===== src/rtl/core/llas_pkg.sv =====
// Shared types and constants of the life-like automaton step block.
package llas_pkg;

    localparam int MAX_COLS = 64;
    localparam int MAX_ROWS = 64;
    localparam int COL_W    = $clog2(MAX_COLS);
    localparam int ROW_W    = $clog2(MAX_ROWS);
    localparam int DIM_W    = 7;

    typedef enum logic [1:0] {
        CMD_WRITE   = 2'd0,
        CMD_ADVANCE = 2'd1,
        CMD_READ    = 2'd2,
        CMD_NONE    = 2'd3
    } t_cmd;

    typedef enum logic [2:0] {
        REG_BIRTH    = 3'd0,
        REG_SURVIVAL = 3'd1,
        REG_WIDTH    = 3'd2,
        REG_HEIGHT   = 3'd3,
        REG_WRAP     = 3'd4
    } t_reg_idx;

    // Classified command as it travels from front to back
    typedef struct packed {
        t_cmd             cmd;
        logic [COL_W-1:0] col;
        logic [ROW_W-1:0] row;
        logic             cell_val;
        logic             in_grid;
    } t_op;

    // Configuration with the grid size already clamped
    typedef struct packed {
        logic [8:0]       birth;
        logic [8:0]       surv;
        logic [DIM_W-1:0] w_eff;
        logic [DIM_W-1:0] h_eff;
        logic             wrap;
    } t_cfg;

endpackage


===== src/rtl/core/llas_front.sv =====
// Front end: accepts commands, flags whether they hit the grid, queues them.
module llas_front import llas_pkg::*; (
    input  logic             i_clk,
    input  logic             i_rst_n,
    input  t_cfg             i_cfg,
    input  logic             i_valid,
    output logic             o_ready,
    input  logic [1:0]       i_cmd,
    input  logic [COL_W-1:0] i_col,
    input  logic [ROW_W-1:0] i_row,
    input  logic             i_cell,
    output logic             o_q_vld,
    output t_op              o_q_op,
    input  logic             i_q_pop
);

    t_op        r_mem [2];
    logic       r_wp;
    logic       r_rp;
    logic [1:0] r_cnt;
    t_op        op_in;
    logic       push;

    // Classify the incoming command
    always_comb begin
        op_in.cmd      = t_cmd'(i_cmd);
        op_in.col      = i_col;
        op_in.row      = i_row;
        op_in.cell_val = i_cell;
        op_in.in_grid  = ({1'b0, i_col} < i_cfg.w_eff) && ({1'b0, i_row} < i_cfg.h_eff);
    end

    assign o_ready = (r_cnt != 2'd2);
    assign push    = i_valid && o_ready;
    assign o_q_vld = (r_cnt != 2'd0);
    assign o_q_op  = r_mem[r_rp];

    // Hold queued commands
    always_ff @(posedge i_clk) begin
        if (push) begin
            r_mem[r_wp] <= op_in;
        end
    end

    // Advance queue pointers
    always_ff @(posedge i_clk) begin
        if (!i_rst_n) begin
            r_wp  <= 1'b0;
            r_rp  <= 1'b0;
            r_cnt <= 2'd0;
        end else begin
            if (push) begin
                r_wp <= ~r_wp;
            end
            if (i_q_pop) begin
                r_rp <= ~r_rp;
            end
            r_cnt <= r_cnt + {1'b0, push} - {1'b0, i_q_pop};
        end
    end

endmodule


===== config.mk =====
export PLATFORM = sky130hd
export DESIGN_NAME = llas_front
export DESIGN_NICKNAME = d
export VERILOG_FILES = /design/src/rtl/core/llas_pkg.sv /design/src/rtl/core/llas_front.sv
export SDC_FILE = /design/constraint.sdc
export NUM_CORES = 1
export LEC_CHECK = 0
export ABC_AREA = 1
export BUFFER_PORTS_ARGS = -buffer_cell sky130_fd_sc_hd__buf_2
export CAP_MARGIN = 15
export CORE_MARGIN = 5
export CORE_UTILIZATION = 51
export CTS_CLUSTER_DIAMETER = 50
export DETAILED_ROUTE_END_ITERATION = 8
export HOLD_SLACK_MARGIN = 0.06
export PLACE_DENSITY = 0.84
export SKIP_CTS_REPAIR_TIMING = 1
export SYNTH_ARGS = -nofsm -noshare
export SYNTH_HDL_FRONTEND = slang
export SYNTH_SLANG_ARGS = --single-unit

===== constraint.sdc =====
create_clock -name i_clk -period 2.8 [get_ports i_clk]
set_clock_uncertainty 0.2 [all_clocks]
set_input_delay 0.14 -clock i_clk [delete_from_list [all_inputs] [get_ports i_clk]]
set_output_delay 0.14 -clock i_clk [all_outputs]
set_load 0.01 [all_outputs]

==> results.json, run 1 <==
{
  "status": "completed",
  "drt_pass1_iterations": 4,
  "cts_tree": "built",
  "ios": 70,
  "antenna_found_initial": 0,
  "maxCapViolCount": 0,
  "ys_seq_elements": 37,
  "leakagePower_nw": 1.100,
  "tightest_slew_ps": 706.9,
  "clkLatencyLatePin_ps": 320,
  "finalSetupViolations": 0,
  "post-dp-hpwl_um": 2154,
  "yosysSeqAreaShare_pct": 60.79,
  "synth_compound_area_share_pct": 1.720,
  "synthCells": 139,
  "htree_levels": 2,
  "grt_pass1_vias": 982,
  "cts_buffers": 5,
  "antenna_cells": 0,
  "p_sw_w": 0.0003177,
  "ys_warn_count": 0,
  "wire_per_inst_um": 12.21,
  "endpoint": "o_q_op[6]",
  "relSlewSlack_pct": 52.81,
  "multiInputGateArea_sq_um": 559.3,
  "vias_per_cell": 4.602,
  "synth-adder-area-share_pct": 8.602,
  "synth_top_family_by_area": "multiplexers",
  "layout.nets": 281,
  "io_buffer_count": 50,
  "cp.arrival_ps": 1840,
  "r2r_cells": 10,
  "synth_area_sq_mm": 0.001745,
  "p_int_w": 0.0009886,
  "seq_power_share_pct": 52.4,
  "ys_types": 14,
  "layout-drive-gt1-share_pct": 35.32,
  "crit_path_cell_trace": "buf_4, mux2_4, buf_2",
  "nFillCells": 238,
  "dieArea_sq_mm": 0.004692,
  "grt_util_all_layers_pct": 12.75,
  "irDropWorstVdd_mv": 0.2985,
  "power_switching_share_pct": 24.32,
  "synth_nets": 203,
  "powerDensity_mw_per_mm2": 564.3,
  "area_growth_pct": 32.62,
  "drtAntennaViolNets": 0,
  "synth_xor_area_share_pct": 0.5018,
  "start_kind": "flop",
  "cp.depth": 3,
  "cp-end-kind": "output port",
  "grt_max_degree": 14,
  "cp_max_fo": 13,
  "r2r-end": "r_cnt[1]",
  "vias": 1215,
  "cts-root-buf": "clkbuf_4",
  "drt-total-wl_um": 3224,
  "slew_viol_final": 0,
  "clk_pin_slew_ps": 110,
  "p_clk_share_pct": 26.5,
  "drc": 0,
  "hold_violations": 0,
  "coreArea_sq_mm": 0.003337,
  "layout_common_cells": "buf_2 (50), edfxtp_1 (32), nand2_1 (26)",
  "clockBufferDepth": 2,
  "rows": 21,
  "setup_tns_ps": 0,
  "cts.sinks": 37,
  "critPathTopFamily": "flip-flops",
  "synthSimpleGateAreaFrac_pct": 8.746,
  "grt_pass1_wl_um": 4167,
  "crit_required_ps": 2460,
  "critical_path_class": "reg -> out",
  "timing.final.ws_setup_ps": 623.5,
  "synthMuxAreaShare_pct": 12.47,
  "fmax_mhz": 459.5,
  "die_w_um": 68.50,
  "reg2reg_slack_ps": 1020,
  "critPathSlowestCell": "dfxtp_1",
  "rr_startpoint": "r_cnt[0]",
  "critPathBufInv": 2,
  "routabilityCongestion": 0.7420,
  "period_minus_slack_ps": 2177,
  "drt-initial-drc-count": 61,
  "final_common_cell": "buf_2",
  "max_stage_delay_ps": 790,
  "grt-ovfl-total": 0,
  "seqCellArea_sq_mm": 0.001061,
  "synth_area_per_cell_sq_um": 12.56,
  "preCtsSetupSlack_ps": 962.0,
  "worst_hold_slack_ps": 97.45,
  "rsz0062_at_grt": "no",
  "period_share_pct": 77.73,
  "comb_power_share_pct": 21.1,
  "hp-class": "in -> reg",
  "start_util_pct": 52.31,
  "die_y_um": 68.50
}
power by group through the flow:
stage               Combinational (W)  Sequential [W]  Clock [W]
finish                       0.000276        0.000684   0.000346
global route                 0.000307        0.000689   0.000383
CTS                          0.000257        0.000684   0.000353
detailed placement           0.000254        0.000697          0
global placement             0.000248        0.000694          0
floorplan                    0.000164        0.000688          0
worst min path at each step:
stage	from	to	cells past startpoint
floorplan	i_rst_n	r_cnt[0]	2
global placement	i_cmd[0]	r_mem[1][14]	1
detailed placement	i_cmd[1]	r_mem[1][15]	1
CTS	i_cmd[0]	r_mem[1][14]	1
global route	i_cfg[7]	r_mem[0][0]	5
finish	i_cfg[7]	r_mem[0][0]	5
synthesized netlist by cell type (all sizes together):
cell | number | area (sq um)
inv | 25 | 93.84
buf | 2 | 31.28
nor2 | 12 | 45.04
edfxtp | 32 | 960.9
xnor2 | 1 | 8.760
dfxtp | 5 | 100.1
nor3 | 2 | 10.01
o21ai | 1 | 5.000
a21oi | 5 | 25.02
ha | 12 | 150.1
nand2 | 26 | 97.59
mux2 | 16 | 217.7
per-layer routing:
metal	wire, um	vias up	GRT usage, %	share of wire [%]
met1	1196	557	12.45	37
met2	1753	37	22.41	54
met4	51	0	5.955	1.6
met5	0	-	0	0
li1	-	615	-	-
met3	223	6	6.159	6.9
per-stage QoR:
step	std cells	instance area (sq um)	util [%]	power [W]
2_1_floorplan	139	1745	-	0.0008525
3_3_place_gp	238	2059	61.72	0.0009419
3_5_place_dp	238	2059	61.72	0.0009508
4_1_cts	246	2135	63.97	0.001295
5_1_grt	264	2315	69.37	0.001380
6_report	264	2315	69.37	0.001306
cell families (layout without fill, tap and decap cells):
logic type | after synthesis | in the layout
XOR/XNOR | 1 | 1
AND/OR/NAND/NOR | 40 | 40
AO/OA/AOI/OAI | 6 | 6
multiplexers | 16 | 16
buffers and inverters | 27 | 106
adder cells (fa/ha/maj) | 12 | 12
flip-flops | 37 | 37
registers in the layout (all words and copies together), names as in the netlist, named ones only:
signal / cells
r_cnt: 2
r_mem: 32
r_rp: 1
r_wp: 1
layout make-up:
class                      count  share of cell area [%]
sequential                    37                   45.84
multi-input combinational     75                   24.16
timing repair buffer          73                   20.22
inverter                      25                   4.054
tap                           46                   2.486
clock buffer                   6                   1.784
clock inverter                 2                   1.459
worst min-delay path, delay by kind of cell:
| kind | cells | cell delay [ps] |
|---|---|---|
| and+or+nand+nor | 4 | 270 |
| buffers and inverters | 1 | 100 |
(Power assumes the default switching activity.)
==> run 2: changes to the inputs <==
--- a/config.mk
+++ b/config.mk
@@ -9,11 +9,11 @@
 export BUFFER_PORTS_ARGS = -buffer_cell sky130_fd_sc_hd__buf_2
 export CAP_MARGIN = 15
 export CORE_MARGIN = 5
-export CORE_UTILIZATION = 51
+export CORE_UTILIZATION = 43
 export CTS_CLUSTER_DIAMETER = 50
 export DETAILED_ROUTE_END_ITERATION = 8
 export HOLD_SLACK_MARGIN = 0.06
-export PLACE_DENSITY = 0.84
+export PLACE_DENSITY = 0.75
 export SKIP_CTS_REPAIR_TIMING = 1
 export SYNTH_ARGS = -nofsm -noshare
 export SYNTH_HDL_FRONTEND = slang
==> constraint.sdc (replaced) <==
create_clock -name i_clk -period 1.9 [get_ports i_clk]
set_clock_uncertainty 0.2 [all_clocks]
set_input_delay 0.095 -clock i_clk [delete_from_list [all_inputs] [get_ports i_clk]]
set_output_delay 0.095 -clock i_clk [all_outputs]
set_load 0.01 [all_outputs]
==> run 2 against run 1 <==
Sequential share of layout area is 0.42 points lower. Global-route usage is 1.3 points lower. Clock power is 38% higher. Combinational power is 52% higher. First-iteration DRC count is 34% lower. Sequential power is 46% higher. Utilization is 11 points lower. Wire length is 4.1% lower. Largest cell class unchanged. Worst setup slack worse by 460 ps. Total power is 45% higher. Worst hold slack better by 13 ps.
==> results.json, run 2 (same netlist as run 1, synthesis figures left out) <==
{
  "start_util_pct": 43.95,
  "final_common_cell": "buf_2",
  "status": "completed",
  "grt_pass1_wl_um": 4540,
  "leakagePower_nw": 1.107,
  "p_total_w": 0.001896,
  "htree_levels": 2,
  "coreArea_sq_mm": 0.003971,
  "cts-root-buf": "clkbuf_8",
  "design_area_sq_mm": 0.002336,
  "maxCapViolCount": 0,
  "period_minus_slack_ps": 1736,
  "setup_tns_ps": 0,
  "slew_viol_final": 0,
  "die_w_um": 73.71,
  "rows": 23,
  "post-dp-hpwl_um": 2310,
  "grt_max_degree": 12,
  "crit_required_ps": 1870,
  "irDropWorstVdd_mv": 0.3533,
  "drtAntennaViolNets": 0,
  "grt_util_all_layers_pct": 11.43,
  "largest_register_ffs": 32,
  "regMostFlops": "r_mem",
  "start_kind": "primary input",
  "area_growth_pct": 33.84,
  "cts_buffers": 5,
  "hold_violations": 0,
  "worst_hold_slack_ps": 110.4,
  "preCtsSetupSlack_ps": 139.6,
  "clk_pin_slew_ps": 60,
  "vias": 1181,
  "comb_power_share_pct": 22.2,
  "ios": 70,
  "cts_tree": "built",
  "drt-initial-drc-count": 40,
  "io_buffer_count": 50,
  "period_share_pct": 91.36,
  "clkLatencyLatePin_ps": 270,
  "timing.final.ws_setup_ps": 164.2,
  "cts.sinks": 37,
  "dieArea_sq_mm": 0.005433,
  "max_stage_delay_ps": 530,
  "p_clk_share_pct": 25.1,
  "hp-class": "in -> reg",
  "post_dp_cell_area_sq_mm": 0.002072,
  "reg2reg_slack_ps": 170,
  "cp_max_fo": 5,
  "clockBufferDepth": 2,
  "wire_per_inst_um": 11.53,
  "drt-total-wl_um": 3091,
  "p_sw_w": 0.0004582,
  "layout_common_cells": "buf_2 (50), edfxtp_1 (32), nand2_1 (26)",
  "antenna_found_initial": 0,
  "grt-ovfl-total": 0,
  "drc": 0,
  "power_switching_share_pct": 24.17,
  "routabilityCongestion": 0.7296,
  "largestRegisters": "r_mem (32), r_cnt (2)",
  "drt_pass1_iterations": 3,
  "antenna_cells": 0,
  "crit_path_cell_trace": "dlygate4sd3_1, buf_2, nand2_1, ha_1, inv_1, ha_1, xnor2_2, nand2_1, nand2_1, nor2_1",
  "layout.nets": 282,
  "layout-drive-gt1-share_pct": 35.78,
  "cp.arrival_ps": 1710,
  "rsz0062_at_grt": "no",
  "tightest_slew_ps": 178.4,
  "grt_pass1_vias": 1121,
  "seq_power_share_pct": 52.7,
  "fmax_mhz": 576.1,
  "die_y_um": 73.71,
  "finalSetupViolations": 0,
  "crit_top_cell": "nand2_1",
  "vias_per_cell": 4.407,
  "cp-end-kind": "flop",
  "critPathSlowestCell": "dlygate4sd3_1",
  "powerDensity_mw_per_mm2": 811.5,
  "critical_path_class": "in -> reg",
  "p_int_w": 0.001437,
  "relSlewSlack_pct": 88.10
}
[run 2: changes by cell type in the layout (fill, tap and decap cells not counted)]
cell       delta
buf_4         +1
bufinv_16     -1
clkbuf_4      -5
clkbuf_8      +5
xnor2_1       -1
xnor2_2       +1
[run 2: critical path, delay by kind of cell]
| family | cells | cell delay [ps] |
|---|---|---|
| buffers and inverters | 3 | 670 |
| adders and majority gates | 2 | 510 |
| and+or+nand+nor | 4 | 270 |
| xor gates and xnor gates | 1 | 160 |
[run 2: final timing paths]
path	startpoint	cells past startpoint	endpoint
worst max-delay path	i_valid	10	r_cnt[1]
worst min-delay path	i_cfg[7]	5	r_mem[0][0]
worst max register to register	r_cnt[0]	10	r_cnt[1]
worst min register to register	r_wp	2	r_wp
[run 2: metal layers]
| layer | GRT usage, % | vias to the layer above | share of wire [%] |
|---|---|---|---|
| li1 | - | 619 | - |
| met1 | 10.98 | 531 | 37 |
| met2 | 21.46 | 27 | 56 |
| met3 | 3.010 | 4 | 5.9 |
| met4 | 6.640 | 0 | 1.4 |
| met5 | 0 | - | 0 |
[run 2: area by class of cell]
class                           instances  area [sq um]
Multi-Input combinational cell         75         566.8
Clock inverter                          1         3.754
Fill cell                             335          1635
Tap cell                               50         62.56
Clock buffer                            6         72.57
Inverter                               25         93.84
Sequential cell                        37          1061
Timing Repair Buffer                   74         475.5
[run 2: stage by stage]
stage	instances	util [%]
3_3_place_gp	243	52.17
6_report	268	58.82
5_1_grt	268	58.82
3_5_place_dp	243	52.17
4_1_cts	250	54.10
2_1_floorplan	139	-
[run 2: power groups by stage]
stage,Clock [W],Sequential [W],Combinational [W]
floorplan,0,0.00101,0.000242
finish,0.000476,0.00100,0.000420
detailed placement,0,0.00102,0.000391
global placement,0,0.00101,0.000380
global route,0.000522,0.00101,0.000473
CTS,0.000494,0.00100,0.000392
==> run 3: changes to the inputs <==
--- a/config.mk
+++ b/config.mk
@@ -8,6 +8,7 @@
 export ABC_AREA = 1
 export BUFFER_PORTS_ARGS = -buffer_cell sky130_fd_sc_hd__buf_2
 export CAP_MARGIN = 15
+export CORE_ASPECT_RATIO = 1.75
 export CORE_MARGIN = 5
 export CORE_UTILIZATION = 43
 export CTS_CLUSTER_DIAMETER = 50
==> run 3 against run 2 <==
Flip-flop and latch count is the same. Wire length grew 5.6%. Non-clock buffer count shrank 3. Utilization grew 0.54 points. Critical path depth is the same. Die area grew 0.92%. Sequential share of layout area grew 0.37 points. First-iteration DRC count shrank 48%. Total power grew 0.93%. Clock power grew 4.4%. Cell area shrank 0.80%. Maximum frequency shrank 0.70%.
==> results.json, run 3 (same netlist as run 1, synthesis figures left out) <==
{
  "status": "completed",
  "irDropWorstVdd_mv": 0.5939,
  "cts_buffers": 5,
  "hp-class": "in -> reg",
  "area_growth_pct": 32.76,
  "powerDensity_mw_per_mm2": 825.6,
  "tightest_slew_ps": 270.9,
  "drt-initial-drc-count": 21,
  "slew_viol_final": 0,
  "cp.arrival_ps": 1730,
  "vias_per_cell": 4.583,
  "antenna_found_initial": 0,
  "layout-drive-gt1-share_pct": 35.65,
  "relSlewSlack_pct": 81.94,
  "dp.cells": 238,
  "crit_top_cell": "nand2_1",
  "die_y_um": 94.28,
  "cp-end-kind": "flop",
  "period_share_pct": 92.00,
  "preCtsSetupSlack_ps": 136.4,
  "io_buffer_count": 50,
  "htree_levels": 2,
  "maxCapViolCount": 0,
  "regMostFlops": "r_mem",
  "fin_util_pct": 59.36,
  "use_met1_pct": 10.99,
  "post-dp-hpwl_um": 2348,
  "rsz0062_at_grt": "no",
  "setup_tns_ps": 0,
  "drt_pass1_iterations": 4,
  "drt-total-wl_um": 3263,
  "start_kind": "flop",
  "clk_pin_slew_ps": 70,
  "ios": 70,
  "timing.final.ws_setup_ps": 152.0,
  "leakagePower_nw": 1.098,
  "cts-root-buf": "clkbuf_8",
  "clockBufferDepth": 2,
  "antenna_cells": 0,
  "dieArea_sq_mm": 0.005483,
  "grt_util_all_layers_pct": 11.81,
  "grt_pass1_wl_um": 4788,
  "cp_max_fo": 5,
  "hold_violations": 0,
  "grt.busiest_layer": "met2",
  "start_util_pct": 44.71,
  "crit_path_cell_trace": "inv_1, nand2_1, nand2_1, ha_1, inv_1, ha_1, xnor2_2, nand2_1, nand2_1, nor2_1",
  "final_common_cell": "buf_2",
  "use_met3_pct": 3.164,
  "largestRegisters": "r_mem (32), r_cnt (2)",
  "largest_register_ffs": 32,
  "critPathBufInv": 2,
  "drtAntennaViolNets": 0,
  "drc": 0,
  "grt-ovfl-total": 0,
  "critPathTopFamily": "adder cells",
  "grt_pass1_vias": 1159,
  "max_stage_delay_ps": 340,
  "p_total_w": 0.001913,
  "cts_tree": "built",
  "clkLatencyLatePin_ps": 280,
  "period_minus_slack_ps": 1748,
  "grtUsageMet2_pct": 22.26,
  "stdcell_count": 264,
  "routabilityCongestion": 0.7916,
  "finalSetupViolations": 0,
  "grt_max_degree": 17,
  "fmax_mhz": 572.1,
  "rows": 30,
  "layout.nets": 279,
  "layout_common_cells": "buf_2 (50), edfxtp_1 (32), nand2_1 (26)",
  "critical_path_class": "reg -> reg",
  "die_w_um": 58.16,
  "cts.sinks": 37,
  "wire_per_inst_um": 12.36,
  "vias": 1210,
  "crit_required_ps": 1880,
  "coreArea_sq_mm": 0.003904,
  "critPathSlowestCell": "dfxtp_1"
}
-- run 3: final cells by class --
cell class | instances | area (sq um)
fill | 336 | 1587
sequential | 37 | 1061
multi-input combinational | 75 | 566.8
timing repair buffer | 71 | 452.9
inverter | 25 | 93.84
clock buffer | 6 | 72.57
tap | 48 | 60.06
clock inverter | 2 | 10.01
-- run 3: through the flow --
step / hold slack [ps] / area (sq um)
4_1_cts: -206.9 / 2130
3_3_place_gp: 82.23 / 2047
5_1_grt: 186.5 / 2317
6_report: 146.7 / 2317
2_1_floorplan: -11.55 / 1745
3_5_place_dp: 88.72 / 2047
-- run 3: report_power, final --
part	internal, W	total [W]	switching, W
clock network	0.000253	0.000497	0.000244
registers	0.000979	0.00100	0.0000216
logic	0.000204	0.000415	0.000211
total	0.00144	0.00191	0.000477
-- run 3: final timing paths --
check / start / end / slack [ps] / cells after the start
setup reg to reg: r_cnt[0] / r_cnt[1] / 150 / 10
hold reg to reg: r_wp / r_wp / 300 / 2
hold / removal: i_cfg[7] / r_mem[1][0] / 150 / 5
setup / recovery: r_cnt[0] / r_cnt[1] / 150 / 10
-- run 3: routing by layer --
layer	vias up	wire length [um]	part of all wire (%)
li1	612	-	-
met1	551	1142	35
met2	36	1851	57
met3	11	184	5.6
met4	0	85	2.6
met5	-	0	0
-- run 3: tightest hold or removal path, stage by stage --
cell and delay (ps):
buf_2 100, nor3_1 50, nand2_1 50, nand2_1 50, nor2_1 140
