<file path="src/rtl/core/llas_ram.sv">
// Generic one-write one-read RAM with registered read data.
module llas_ram #(
    parameter int WIDTH = 8,
    parameter int DEPTH = 16
) (
    input  logic                     i_clk,
    input  logic                     i_we,
    input  logic [$clog2(DEPTH)-1:0] i_waddr,
    input  logic [WIDTH-1:0]         i_wdata,
    input  logic [$clog2(DEPTH)-1:0] i_raddr,
    output logic [WIDTH-1:0]         o_rdata
);

    logic [WIDTH-1:0] r_mem [DEPTH];
    logic [WIDTH-1:0] r_rdata;

    // Write and read the array
    always_ff @(posedge i_clk) begin
        if (i_we) begin
            r_mem[i_waddr] <= i_wdata;
        end
        r_rdata <= r_mem[i_raddr];
    end

    assign o_rdata = r_rdata;

endmodule

</file>
<file path="config.mk">
export PLATFORM = sky130hd
export DESIGN_NAME = llas_ram
export DESIGN_NICKNAME = d
export VERILOG_FILES = /design/src/rtl/core/llas_ram.sv
export SDC_FILE = /design/constraint.sdc
export NUM_CORES = 1
export LEC_CHECK = 0
export BUFFER_PORTS_ARGS = -buffer_cell sky130_fd_sc_hd__buf_4
export CORE_MARGIN = 5
export CORE_UTILIZATION = 42
export CTS_CLUSTER_DIAMETER = 150
export DETAILED_ROUTE_END_ITERATION = 10
export MAX_ROUTING_LAYER = met4
export PLACE_DENSITY = 0.65
export SLEW_MARGIN = 25
export SYNTH_ARGS = -nofsm -noshare
export SYNTH_HDL_FRONTEND = slang
export SYNTH_SLANG_ARGS = --single-unit
export TNS_END_PERCENT = 5
</file>
<file path="constraint.sdc">
create_clock -name i_clk -period 1.5 [get_ports i_clk]
set_input_delay 0.075 -clock i_clk [delete_from_list [all_inputs] [get_ports i_clk]]
set_output_delay 0.075 -clock i_clk [all_outputs]
set_load 0.02 [all_outputs]
</file>
==> summary.txt, run 1 <==
CLOCK TREE
----------------------------------------------------------------------------------------------------
Clock-pin slew reported for the worst setup and hold paths after clock tree synthesis .      0.05 ns
Clock latency at the later pin of the worst-skew pair .................................      0.40 ns
Count of hold buffers inserted by post-cts repair .....................................            8
Maximum buffer depth of the clock tree ................................................            2
Sinks on Clock Net ....................................................................          136
Total of cells resized after clock tree synthesis .....................................            0
Master cell of the clock root buffer ..................................................    clkbuf_16
CTS tree ..............................................................................        built
Cts bufs inserted .....................................................................           17
Deepest level of the CTS H-tree .......................................................            4
Total setup buffers inserted after CTS ................................................            0

GLOBAL ROUTE
----------------------------------------------------------------------------------------------------
Congestion Overflow GR ................................................................            0
Initial antenna violation count .......................................................            0
Global-route wire length before repair ................................................    15,200 µm
Total routing resource utilization after global routing ...............................        15.1%
Pin count of the biggest net entering global routing ..................................           20
Vias in the first global route ........................................................        2,607

YOSYS
----------------------------------------------------------------------------------------------------
Synthesized netlist cell count ........................................................          229
Post-synthesis area per instance ......................................................     22.5 µm²
Post-synth EDFFs ......................................................................          128
Fraction of synthesized cell area taken by the top area cell type .....................        74.7%
Sequential-to-total area share from yosys stat ........................................        77.8%
Leading register cell type out of synthesis ...........................................     edfxtp_1
Largest area contributor in the netlist ...............................................     edfxtp_1
FFs w/ async S/R, synth ...............................................................           0%
Cell types with the highest counts after synthesis .................................... edfxtp_1, mux4_2, a22oi_1, mux4_1, nor2_1
Number of unique standard cell types used by synthesis ................................           19
Main area contributors after synthesis ................................................ edfxtp_1, mux4_2, mux4_1
Cell with the most instances after synthesis ..........................................     edfxtp_1
Warnings, synthesis ...................................................................            0
Syn nets ..............................................................................          247
Area of the mapped netlist ............................................................     5150 µm²
Register bit count reported by yosys ..................................................          136

FINISH
----------------------------------------------------------------------------------------------------
Share of the core filled with cells ...................................................        52.5%
Layout area overhead ..................................................................        22.5%
Fraction of layout cells with a size suffix above 1 ...................................        31.7%
Diodes inserted .......................................................................            0
Total number of nets in the final design ..............................................          311
Filler-free cell count of the finished design .........................................          453

WORST SETUP PATH
----------------------------------------------------------------------------------------------------
Worst Path Arrival ....................................................................      1.64 ns
Worst r2r path cells ..................................................................            3
Start of the worst register-to-register path .......................................... r_mem[10][4]
Worst-path maximum fanout .............................................................            1
Crit Path Category ....................................................................      reg2reg
Slack of the worst reg-to-reg path ....................................................      0.13 ns
Worst flop-to-flop path endpoint ......................................................   o_rdata[4]
Crit start category ...................................................................     register
Required time at the worst-slack endpoint .............................................      1.77 ns
Kind of capture point of the worst setup path .........................................     register

MIN PATH
----------------------------------------------------------------------------------------------------
Launch point of the worst hold path ...................................................   i_raddr[3]
Number of stages on the worst hold path ...............................................            4
Hold-critical path endpoint ...........................................................   o_rdata[2]
Min-delay worst type ..................................................................       in2reg

TIMING
----------------------------------------------------------------------------------------------------
Final critical-path required period ...................................................      1.37 ns
Skew final ............................................................................   0.00501 ns
Worst slew slack as a fraction of its limit ...........................................        48.5%
Ratio of final minimum period to clock period .........................................        91.5%
Final setup viols .....................................................................            0
Slew Limit Fails ......................................................................            0
Slew at the pin with the worst max-slew slack .........................................     0.771 ns
Peak clock frequency supported by timing ..............................................    0.729 GHz
Unrepaired setup endpoints after global routing .......................................           no
Final Hold Viols ......................................................................            0

ROUTE
----------------------------------------------------------------------------------------------------
Detailed-route via count ..............................................................        2,444
WL final ..............................................................................      9840 µm
Pre-antenna DRT Iters .................................................................            4
First-iteration detailed-routing DRC count ............................................          165
Count of antenna-violating nets left after detailed routing ...........................            0
Detail-routed via count per cell ......................................................         5.40
DRC Markers ...........................................................................            0
Average routed wire per standard cell .................................................      21.7 µm

FLOORPLAN
----------------------------------------------------------------------------------------------------
Rows ..................................................................................           40
IO Count ..............................................................................           26
Die H .................................................................................       121 µm
Die width .............................................................................       121 µm
Starting density of the core ..........................................................        42.9%
Floorplan die area ....................................................................   14,600 µm²
Placeable Area ........................................................................   12,000 µm²

POWER
----------------------------------------------------------------------------------------------------
Total power density per cell area .....................................................  1360 nW/µm²
Leak Pwr ..............................................................................      2.17 nW
Maximum VDD drop ......................................................................   0.000663 V
Total Power ...........................................................................      8.58 mW

PLACED DESIGN
----------------------------------------------------------------------------------------------------
Half-perimeter wire length of the detailed placement result ...........................      6370 µm
Port Buffers ..........................................................................           25
Weighted congestion reported at the end of routability-driven placement ...............        0.761
Dpl cells .............................................................................          413

FLOW RUN
----------------------------------------------------------------------------------------------------
Number of maximum-capacitance violations ..............................................            0

RUN STATUS
----------------------------------------------------------------------------------------------------
Status ................................................................................    completed

[through the flow]
stage | cell area (µm²) | hold slack, ns | setup TNS, ns | setup WS (ns)
after floorplan | 5150 | 0.174 | 0 | 0.159
after global placement | 5670 | 0.377 | 0 | 0.0180
after detailed placement | 5670 | 0.388 | -0.00436 | -0.00436
after CTS | 6310 | 0.166 | 0 | 0.0766
after global routing | 6310 | 0.187 | 0 | 0.0163
final | 6310 | 0.175 | 0 | 0.127
[metal layers]
| layer | vias up | wire, µm | GRT usage [%] |
|---|---|---|---|
| li1 | 1099 | - | - |
| met1 | 1263 | 4310 | 19.4 |
| met5 | - | 0 | - |
| met4 | 0 | 102 | 4.89 |
| met3 | 9 | 438 | 4.40 |
| met2 | 73 | 4980 | 23.4 |
[power by group]
part | internal, mW | switching, mW | total [mW]
Clock | 2.43 | 1.39 | 3.82
Sequential | 4.25 | 0.0258 | 4.28
Combinational | 0.228 | 0.254 | 0.481
[worst max-delay path, stage by stage, from the launching register on]
cell      delay (ns)
edfxtp_1        0.36
mux4_1          0.50
a22oi_1         0.26
nand2_1         0.12
[state kept, by name (all words and copies together), names as in the netlist]
| register | flops |
|---|---|
| o_rdata | 8 |
| r_mem | 128 |
[worst max-delay path by stage]
stage	startpoint	end	slack, ns	depth (start not counted)
global placement	i_raddr[0]	o_rdata[3]	0.02	5
floorplan	i_waddr[2]	r_mem[3][0]	0.16	2
finish	r_mem[10][4]	o_rdata[4]	0.13	3
global route	r_mem[3][7]	o_rdata[7]	0.02	3
detailed placement	i_raddr[0]	o_rdata[3]	-0.004	5
CTS	r_mem[8][4]	o_rdata[4]	0.08	3
[layout by cell type (no fill, tap or decap)]
cell type,n
nor3_2,1
nand2_1,9
nand3_1,1
and2b_1,1
bufinv_16,1
clkinvlp_4,1
nor3_1,3
clkinv_2,7
mux4_2,18
clkbuf_1,2
mux4_1,14
clkbuf_8,4
nand3b_1,2
buf_12,5
nor2b_1,1
dlygate4sd3_1,8
or3b_2,1
nand2b_1,2
edfxtp_1,128
buf_4,42
and2_1,1
clkbuf_16,17
a22oi_1,16
dfxtp_1,8
nor2_1,13
[layout make-up]
cell class	count	area, µm²
fill	957	5710
timing repair buffer	55	495
sequential	136	4000
clock inverter	9	72.6
clock buffer	23	488
multi-input combinational	83	1060
tap	147	184
[logic make-up after synthesis]
logic type / count (synthesis) / synth area share [%]
flip-flops: 136 / 77.8
AND/OR/NAND/NOR: 35 / 3.18
multiplexers: 32 / 15.0
AO/OA/AOI/OAI: 16 / 2.33
buffers and inverters: 10 / 1.68
No activity file was read; power rests on OpenSTA's default activity.
==> run 2: changes to the inputs <==
--- a/config.mk
+++ b/config.mk
@@ -11,7 +11,7 @@
 export CTS_CLUSTER_DIAMETER = 150
 export DETAILED_ROUTE_END_ITERATION = 10
 export MAX_ROUTING_LAYER = met4
-export PLACE_DENSITY = 0.65
+export PLACE_DENSITY = 0.63
 export SLEW_MARGIN = 25
 export SYNTH_ARGS = -nofsm -noshare
 export SYNTH_HDL_FRONTEND = slang
==> constraint.sdc (replaced) <==
create_clock -name i_clk -period 1.35 [get_ports i_clk]
set_input_delay 0.0675 -clock i_clk [delete_from_list [all_inputs] [get_ports i_clk]]
set_output_delay 0.0675 -clock i_clk [all_outputs]
set_load 0.02 [all_outputs]
==> run 2 against run 1 <==
Flip-flop and latch count did not move; worst hold slack got worse by 0.16 ns; via count up 0.61%; clock-buffer cell count is the same; clock skew up 0.010 ns; fmax up 6.6%.
==> summary.txt, run 2 (synthesis gave the netlist of run 1 again) <==
RUN STATUS
----------------------------------------------------------------------------------------------------
Status ................................................................................    completed

FLOORPLAN
----------------------------------------------------------------------------------------------------
Rows ..................................................................................           40
Starting density of the core ..........................................................        42.9%
Placeable Area ........................................................................   12,000 µm²
Die H .................................................................................       121 µm
Floorplan die area ....................................................................   14,600 µm²
IO Count ..............................................................................           26
Die width .............................................................................       121 µm

FINISH
----------------------------------------------------------------------------------------------------
Leading cell type in the layout, fill and taps excluded ...............................     edfxtp_1
Most frequent cells in the layout ..................................................... edfxtp_1, buf_4, mux4_2
Register bank with the most flops .....................................................        r_mem
Area of all placed cells without fillers ..............................................     6290 µm²
Number of filler cells placed in the layout ...........................................          932
Fraction of layout cells with a size suffix above 1 ...................................        33.3%
Total number of nets in the final design ..............................................          316
Diodes inserted .......................................................................            0
Area taken by flip-flops and latches ..................................................     4000 µm²
Share of the core filled with cells ...................................................        52.4%
Area taken by multi-input logic gates .................................................     1080 µm²
Flip-flop count of the largest register after layout ..................................          128
Layout area overhead ..................................................................        22.2%

POWER
----------------------------------------------------------------------------------------------------
Total Power ...........................................................................      9.27 mW
Total power density per cell area .....................................................  1470 nW/µm²
Maximum VDD drop ......................................................................   0.000663 V
Leak Pwr ..............................................................................      2.14 nW

ROUTE
----------------------------------------------------------------------------------------------------
Count of antenna-violating nets left after detailed routing ...........................            0
DRC Markers ...........................................................................            0
Detail-routed via count per cell ......................................................         5.39
WL final ..............................................................................    10,100 µm
Average routed wire per standard cell .................................................      22.2 µm
Detailed-route via count ..............................................................        2,459
First-iteration detailed-routing DRC count ............................................          165
Pre-antenna DRT Iters .................................................................            4

PLACED DESIGN
----------------------------------------------------------------------------------------------------
Weighted congestion reported at the end of routability-driven placement ...............        0.792
Half-perimeter wire length of the detailed placement result ...........................      6420 µm
Dpl ws ................................................................................    -0.138 ns
Area of placed instances ..............................................................     5700 µm²
Port Buffers ..........................................................................           25

TIMING
----------------------------------------------------------------------------------------------------
Slew Limit Fails ......................................................................            0
Slew at the pin with the worst max-slew slack .........................................     0.868 ns
Final critical-path setup slack .......................................................    0.0625 ns
Final Hold Viols ......................................................................            0
Worst slew slack as a fraction of its limit ...........................................        42.0%
Unrepaired setup endpoints after global routing .......................................           no
Ratio of final minimum period to clock period .........................................        95.4%
Final setup viols .....................................................................            0
Peak clock frequency supported by timing ..............................................    0.777 GHz
Skew final ............................................................................    0.0151 ns
Final critical-path required period ...................................................      1.29 ns

GLOBAL ROUTE
----------------------------------------------------------------------------------------------------
Global-route wire length before repair ................................................    15,800 µm
Total routing resource utilization after global routing ...............................        15.7%
Global routing usage on met1 ..........................................................        21.1%
Congestion Overflow GR ................................................................            0
Most used routing layer in global routing .............................................         met2
Met3 routing resource usage after global routing ......................................        4.44%
Pin count of the biggest net entering global routing ..................................           18
Vias in the first global route ........................................................        2,645
Initial antenna violation count .......................................................            0
Global-route track usage on met2 ......................................................        23.9%

CLOCK TREE
----------------------------------------------------------------------------------------------------
Maximum buffer depth of the clock tree ................................................            2
CTS tree ..............................................................................        built
Total setup buffers inserted after CTS ................................................            0
Cts bufs inserted .....................................................................           17
Master cell of the clock root buffer ..................................................    clkbuf_16
Clock-pin slew reported for the worst setup and hold paths after clock tree synthesis .      0.05 ns
Sinks on Clock Net ....................................................................          136
Deepest level of the CTS H-tree .......................................................            4
Clock latency at the later pin of the worst-skew pair .................................      0.41 ns

WORST SETUP PATH
----------------------------------------------------------------------------------------------------
Worst flop-to-flop path endpoint ......................................................   o_rdata[5]
Crit Path Category ....................................................................      reg2reg
Critical Path End .....................................................................   o_rdata[5]
Cell-by-cell trace of the critical path ............................................... mux4_2, a22oi_2, nand2_2
Slack of the worst reg-to-reg path ....................................................      0.06 ns
Worst r2r path cells ..................................................................            3
Start of the worst register-to-register path .......................................... r_mem[11][5]
Required time at the worst-slack endpoint .............................................      1.62 ns
Largest stage delay, worst path .......................................................      0.50 ns
Worst-path maximum fanout .............................................................            1
Slowest-stage cell, CP ................................................................       mux4_2
CP startpoint ......................................................................... r_mem[11][5]
Worst Path Arrival ....................................................................      1.56 ns
Kind of capture point of the worst setup path .........................................     register
Crit start category ...................................................................     register

FLOW RUN
----------------------------------------------------------------------------------------------------
Number of maximum-capacitance violations ..............................................            0

MIN PATH
----------------------------------------------------------------------------------------------------
Min-delay worst type ..................................................................       in2reg

[run 2: changes by cell type in the layout (fill, tap and decap cells not counted), sizes merged]
cell / delta
buf: +6
clkinv: -1
clkinvlp: -1
dlygate4sd3: -1
[run 2: worst min-delay path by stage]
stage,from,end,depth (start not counted)
after floorplan,i_wdata[0],r_mem[0][0],0
after global placement,i_wdata[5],r_mem[7][5],1
after detailed placement,i_wdata[5],r_mem[4][5],1
after CTS,i_wdata[1],r_mem[11][1],1
after global routing,i_wdata[1],r_mem[11][1],1
final,i_wdata[1],r_mem[14][1],1
[run 2: critical path: cells and delay by family, from the launching register on]
family / cells / cell delay, ns
mux: 1 / 0.50
flops: 1 / 0.37
compound gates: 1 / 0.21
simple gates: 1 / 0.08
[run 2: layout make-up]
type	count	area share (%)
Clock inverter	7	0.875
Tap cell	147	2.92
Sequential cell	136	63.6
Timing Repair Buffer	60	8.23
Multi-Input combinational cell	83	17.2
Clock buffer	23	7.12
[run 2: where the power goes]
part | leakage [nW] | internal (mW) | switching, mW
clock | 0.245 | 2.47 | 1.48
combinational | 0.673 | 0.265 | 0.296
sequential | 1.22 | 4.73 | 0.0298
total | 2.14 | 7.46 | 1.81
[run 2: per-layer routing]
| layer | part of all wire (%) | wire, µm | vias up |
|---|---|---|---|
| li1 | - | - | 1107 |
| met1 | 45 | 4590 | 1286 |
| met2 | 49 | 4990 | 64 |
| met3 | 5.0 | 504 | 2 |
| met4 | 0.34 | 34 | 0 |
| met5 | 0 | 0 | - |
[run 2: timing repair]
item | 4_1_cts | 5_1_grt
cloned | 0 | 0
resized for setup | 4 | 6
pin swaps | 0 | 4
endpoints found under the hold margin | 112 | 0
setup endpoints to repair | 4 | 4
hold buffers | 7 | 0
[run 2: metrics by stage]
step                      setup TNS, ns  hold slack, ns  instances
after floorplan                       0           0.166        229
after global placement           -0.513           0.373        419
after detailed placement         -0.678           0.389        419
after CTS                      -0.00397         0.00553        456
after global routing                  0          0.0139        456
final                                 0          0.0134        456
==> run 3: changes to the inputs <==
--- a/config.mk
+++ b/config.mk
@@ -5,6 +5,7 @@
 export SDC_FILE = /design/constraint.sdc
 export NUM_CORES = 1
 export LEC_CHECK = 0
+export ABC_AREA = 1
 export BUFFER_PORTS_ARGS = -buffer_cell sky130_fd_sc_hd__buf_4
 export CORE_MARGIN = 5
 export CORE_UTILIZATION = 42
@@ -12,7 +13,7 @@
 export DETAILED_ROUTE_END_ITERATION = 10
 export MAX_ROUTING_LAYER = met4
 export PLACE_DENSITY = 0.63
-export SLEW_MARGIN = 25
+export SLEW_MARGIN = 20
 export SYNTH_ARGS = -nofsm -noshare
 export SYNTH_HDL_FRONTEND = slang
 export SYNTH_SLANG_ARGS = --single-unit
==> constraint.sdc (replaced) <==
create_clock -name i_clk -period 1.2 [get_ports i_clk]
set_input_delay 0.06 -clock i_clk [delete_from_list [all_inputs] [get_ports i_clk]]
set_output_delay 0.06 -clock i_clk [all_outputs]
set_load 0.02 [all_outputs]
==> run 3 against run 2 <==
Clock skew is 0.0073 ns lower; cell area is 8.7% higher; area after synthesis is 12% higher; total power is 18% higher; combinational power is 32% higher; sequential share of layout area is 5.1 points lower; sequential power is 12% higher; first-iteration DRC count is 120% higher; worst setup slack better by 0.10 ns; flip-flop and latch count stayed put.
==> summary.txt, run 3 <==
RUN STATUS
----------------------------------------------------------------------------------------------------
Status ................................................................................    completed

CLOCK TREE
----------------------------------------------------------------------------------------------------
Total setup buffers inserted after CTS ................................................            0
Clock latency at the later pin of the worst-skew pair .................................      0.42 ns
Sinks on Clock Net ....................................................................          136
Deepest level of the CTS H-tree .......................................................            4
Total of cells resized after clock tree synthesis .....................................            0
CTS tree ..............................................................................        built
Maximum buffer depth of the clock tree ................................................            2
Master cell of the clock root buffer ..................................................    clkbuf_16
Cts bufs inserted .....................................................................           17
Clock-pin slew reported for the worst setup and hold paths after clock tree synthesis .      0.06 ns

YOSYS
----------------------------------------------------------------------------------------------------
Post-synth EDFFs ......................................................................          128
Cell with the most instances after synthesis ..........................................      nand2_1
Synthesized netlist cell count ........................................................          551
Register bit count reported by yosys ..................................................          136
Number of unique standard cell types used by synthesis ................................           12
FFs w/ async S/R, synth ...............................................................           0%
Cell types with the highest counts after synthesis .................................... nand2_1, edfxtp_1, inv_1, nand3_1, nor2_1
Leading register cell type out of synthesis ...........................................     edfxtp_1
Area of the mapped netlist ............................................................     5770 µm²
Warnings, synthesis ...................................................................            0
Largest area contributor in the netlist ...............................................     edfxtp_1
Fraction of synthesized cell area taken by the top area cell type .....................        66.7%
Post-synthesis area per instance ......................................................     10.5 µm²
Syn nets ..............................................................................          569
Main area contributors after synthesis ................................................ edfxtp_1, nand2_1, nand3_1
Sequential-to-total area share from yosys stat ........................................        69.4%

WORST SETUP PATH
----------------------------------------------------------------------------------------------------
Cell-by-cell trace of the critical path ............................................... inv_1, nand2_1, nand3_1, nand3_1, nand3_1, nand2_1
Worst Path Arrival ....................................................................      1.33 ns
Crit Path Category ....................................................................      reg2reg
CP most frequent cell .................................................................      nand3_1
Start of the worst register-to-register path ..........................................  r_mem[4][0]
Slack of the worst reg-to-reg path ....................................................      0.17 ns
Worst-path maximum fanout .............................................................            1
Dominant delay contributor by cell family on the critical path ........................ simple AND/OR/NAND/NOR gates
Worst r2r path cells ..................................................................            6
Crit start category ...................................................................     register
Kind of capture point of the worst setup path .........................................     register
Slowest-stage cell, CP ................................................................     edfxtp_1
Largest stage delay, worst path .......................................................      0.37 ns
Worst flop-to-flop path endpoint ......................................................   o_rdata[0]
Buffers plus inverters on the worst setup path ........................................            1
Required time at the worst-slack endpoint .............................................      1.50 ns

FLOORPLAN
----------------------------------------------------------------------------------------------------
Die H .................................................................................       127 µm
Placeable Area ........................................................................   13,300 µm²
IO Count ..............................................................................           26
Floorplan die area ....................................................................   16,200 µm²
Starting density of the core ..........................................................        43.2%
Die width .............................................................................       127 µm
Rows ..................................................................................           42

ROUTE
----------------------------------------------------------------------------------------------------
First-iteration detailed-routing DRC count ............................................          366
Average routed wire per standard cell .................................................      16.6 µm
WL final ..............................................................................    13,000 µm
Detailed-route via count ..............................................................        3,784
Count of antenna-violating nets left after detailed routing ...........................            0
Detail-routed via count per cell ......................................................         4.80
Pre-antenna DRT Iters .................................................................            5
DRC Markers ...........................................................................            0

FINISH
----------------------------------------------------------------------------------------------------
Layout area overhead ..................................................................        18.6%
Total number of nets in the final design ..............................................          617
Flip-flop count of the largest register after layout ..................................          128
Share of the core filled with cells ...................................................        51.3%
Diodes inserted .......................................................................            0
Fraction of layout cells with a size suffix above 1 ...................................        12.4%
Register bank with the most flops .....................................................        r_mem
Most frequent cells in the layout ..................................................... nand2_1, edfxtp_1, inv_1
Leading cell type in the layout, fill and taps excluded ...............................      nand2_1

TIMING
----------------------------------------------------------------------------------------------------
Peak clock frequency supported by timing ..............................................    0.968 GHz
Skew final ............................................................................   0.00782 ns
Slew at the pin with the worst max-slew slack .........................................     0.385 ns
Final critical-path required period ...................................................      1.03 ns
Final setup viols .....................................................................            0
Worst slew slack as a fraction of its limit ...........................................        74.3%
Fin Hold WS ...........................................................................   0.00630 ns
Unrepaired setup endpoints after global routing .......................................           no
Total negative setup slack ............................................................         0 ns
Slew Limit Fails ......................................................................            0
Final Hold Viols ......................................................................            0
Ratio of final minimum period to clock period .........................................        86.1%

PLACED DESIGN
----------------------------------------------------------------------------------------------------
Port Buffers ..........................................................................           25
Half-perimeter wire length of the detailed placement result ...........................      8240 µm
Weighted congestion reported at the end of routability-driven placement ...............        0.910

GLOBAL ROUTE
----------------------------------------------------------------------------------------------------
Pin count of the biggest net entering global routing ..................................           65
Global-route wire length before repair ................................................    20,500 µm
Total routing resource utilization after global routing ...............................        17.7%
Initial antenna violation count .......................................................            0
Vias in the first global route ........................................................        3,837
Congestion Overflow GR ................................................................            0

POWER
----------------------------------------------------------------------------------------------------
Leak Pwr ..............................................................................      2.97 nW
Total power density per cell area .....................................................  1600 nW/µm²
Maximum VDD drop ......................................................................   0.000828 V

FLOW RUN
----------------------------------------------------------------------------------------------------
Number of maximum-capacitance violations ..............................................            0

MIN PATH
----------------------------------------------------------------------------------------------------
Number of stages on the worst hold path ...............................................            1
Hold-critical path endpoint ...........................................................  r_mem[8][6]
Launch point of the worst hold path ...................................................   i_wdata[6]
Min-delay worst type ..................................................................       in2reg

run 3: changes by cell type after synthesis, sizes merged, moves of 16 or more:
cell,delta
nand2,+164
inv,+102
nand3,+96
mux4,-32
buf,+17
a22oi,-16
run 3: where the power goes:
group          internal, mW  switching, mW  leakage, nW
combinational         0.251          0.492         1.47
clock                  3.12           1.75        0.272
sequential             5.31         0.0403         1.22
run 3: layout make-up:
type / instances / area [µm²]
clock inverters: 3 / 42.5
clock buffers: 29 / 520
repair buffers: 53 / 458
fillers: 1186 / 6510
well taps: 176 / 220
multi-input cells: 289 / 1210
inverters: 102 / 383
flip-flops and latches: 136 / 4000
run 3: metrics by stage:
step           setup WS, ns  cell area [µm²]  power, mW  std cells
6_report              0.167             6840       11.0        788
5_1_grt               0.106             6840       11.4        788
4_1_cts               0.168             6840       11.1        788
3_5_place_dp         0.0747             6240       6.19        752
3_3_place_gp         0.0927             6240       6.17        752
2_1_floorplan         0.189             5770       5.85        551
run 3: cells by family (layout without fill, tap and decap cells):
logic type             after synthesis  count (layout)  synth area share (%)
flip-flops                         136             136                  69.4
buffers and inverters              126             187                  9.52
AND/OR/NAND/NOR                    289             289                  21.0
run 3: worst max path at each step:
stage	slack, ns	depth (start not counted)	end	start
floorplan	0.19	2	r_mem[10][0]	i_waddr[2]
global placement	0.09	8	o_rdata[3]	i_raddr[0]
detailed placement	0.07	8	o_rdata[3]	i_raddr[0]
CTS	0.17	1	o_rdata[7]	o_rdata[7]
global route	0.11	6	o_rdata[6]	r_mem[15][6]
finish	0.17	6	o_rdata[0]	r_mem[4][0]
run 3: what timing repair did:
item | 4_1_cts | 5_1_grt
hold buffers | 4 | 0
endpoints found under the hold margin | 29 | 0
endpoints found under the setup margin | 0 | 0
run 3: layer usage:
metal | wire length [µm] | track usage [%] | up-vias
li1 | - | - | 1866
met1 | 5690 | 22.2 | 1764
met2 | 6310 | 27.1 | 121
met3 | 617 | 4.09 | 33
met4 | 432 | 8.90 | 0
met5 | 0 | - | -
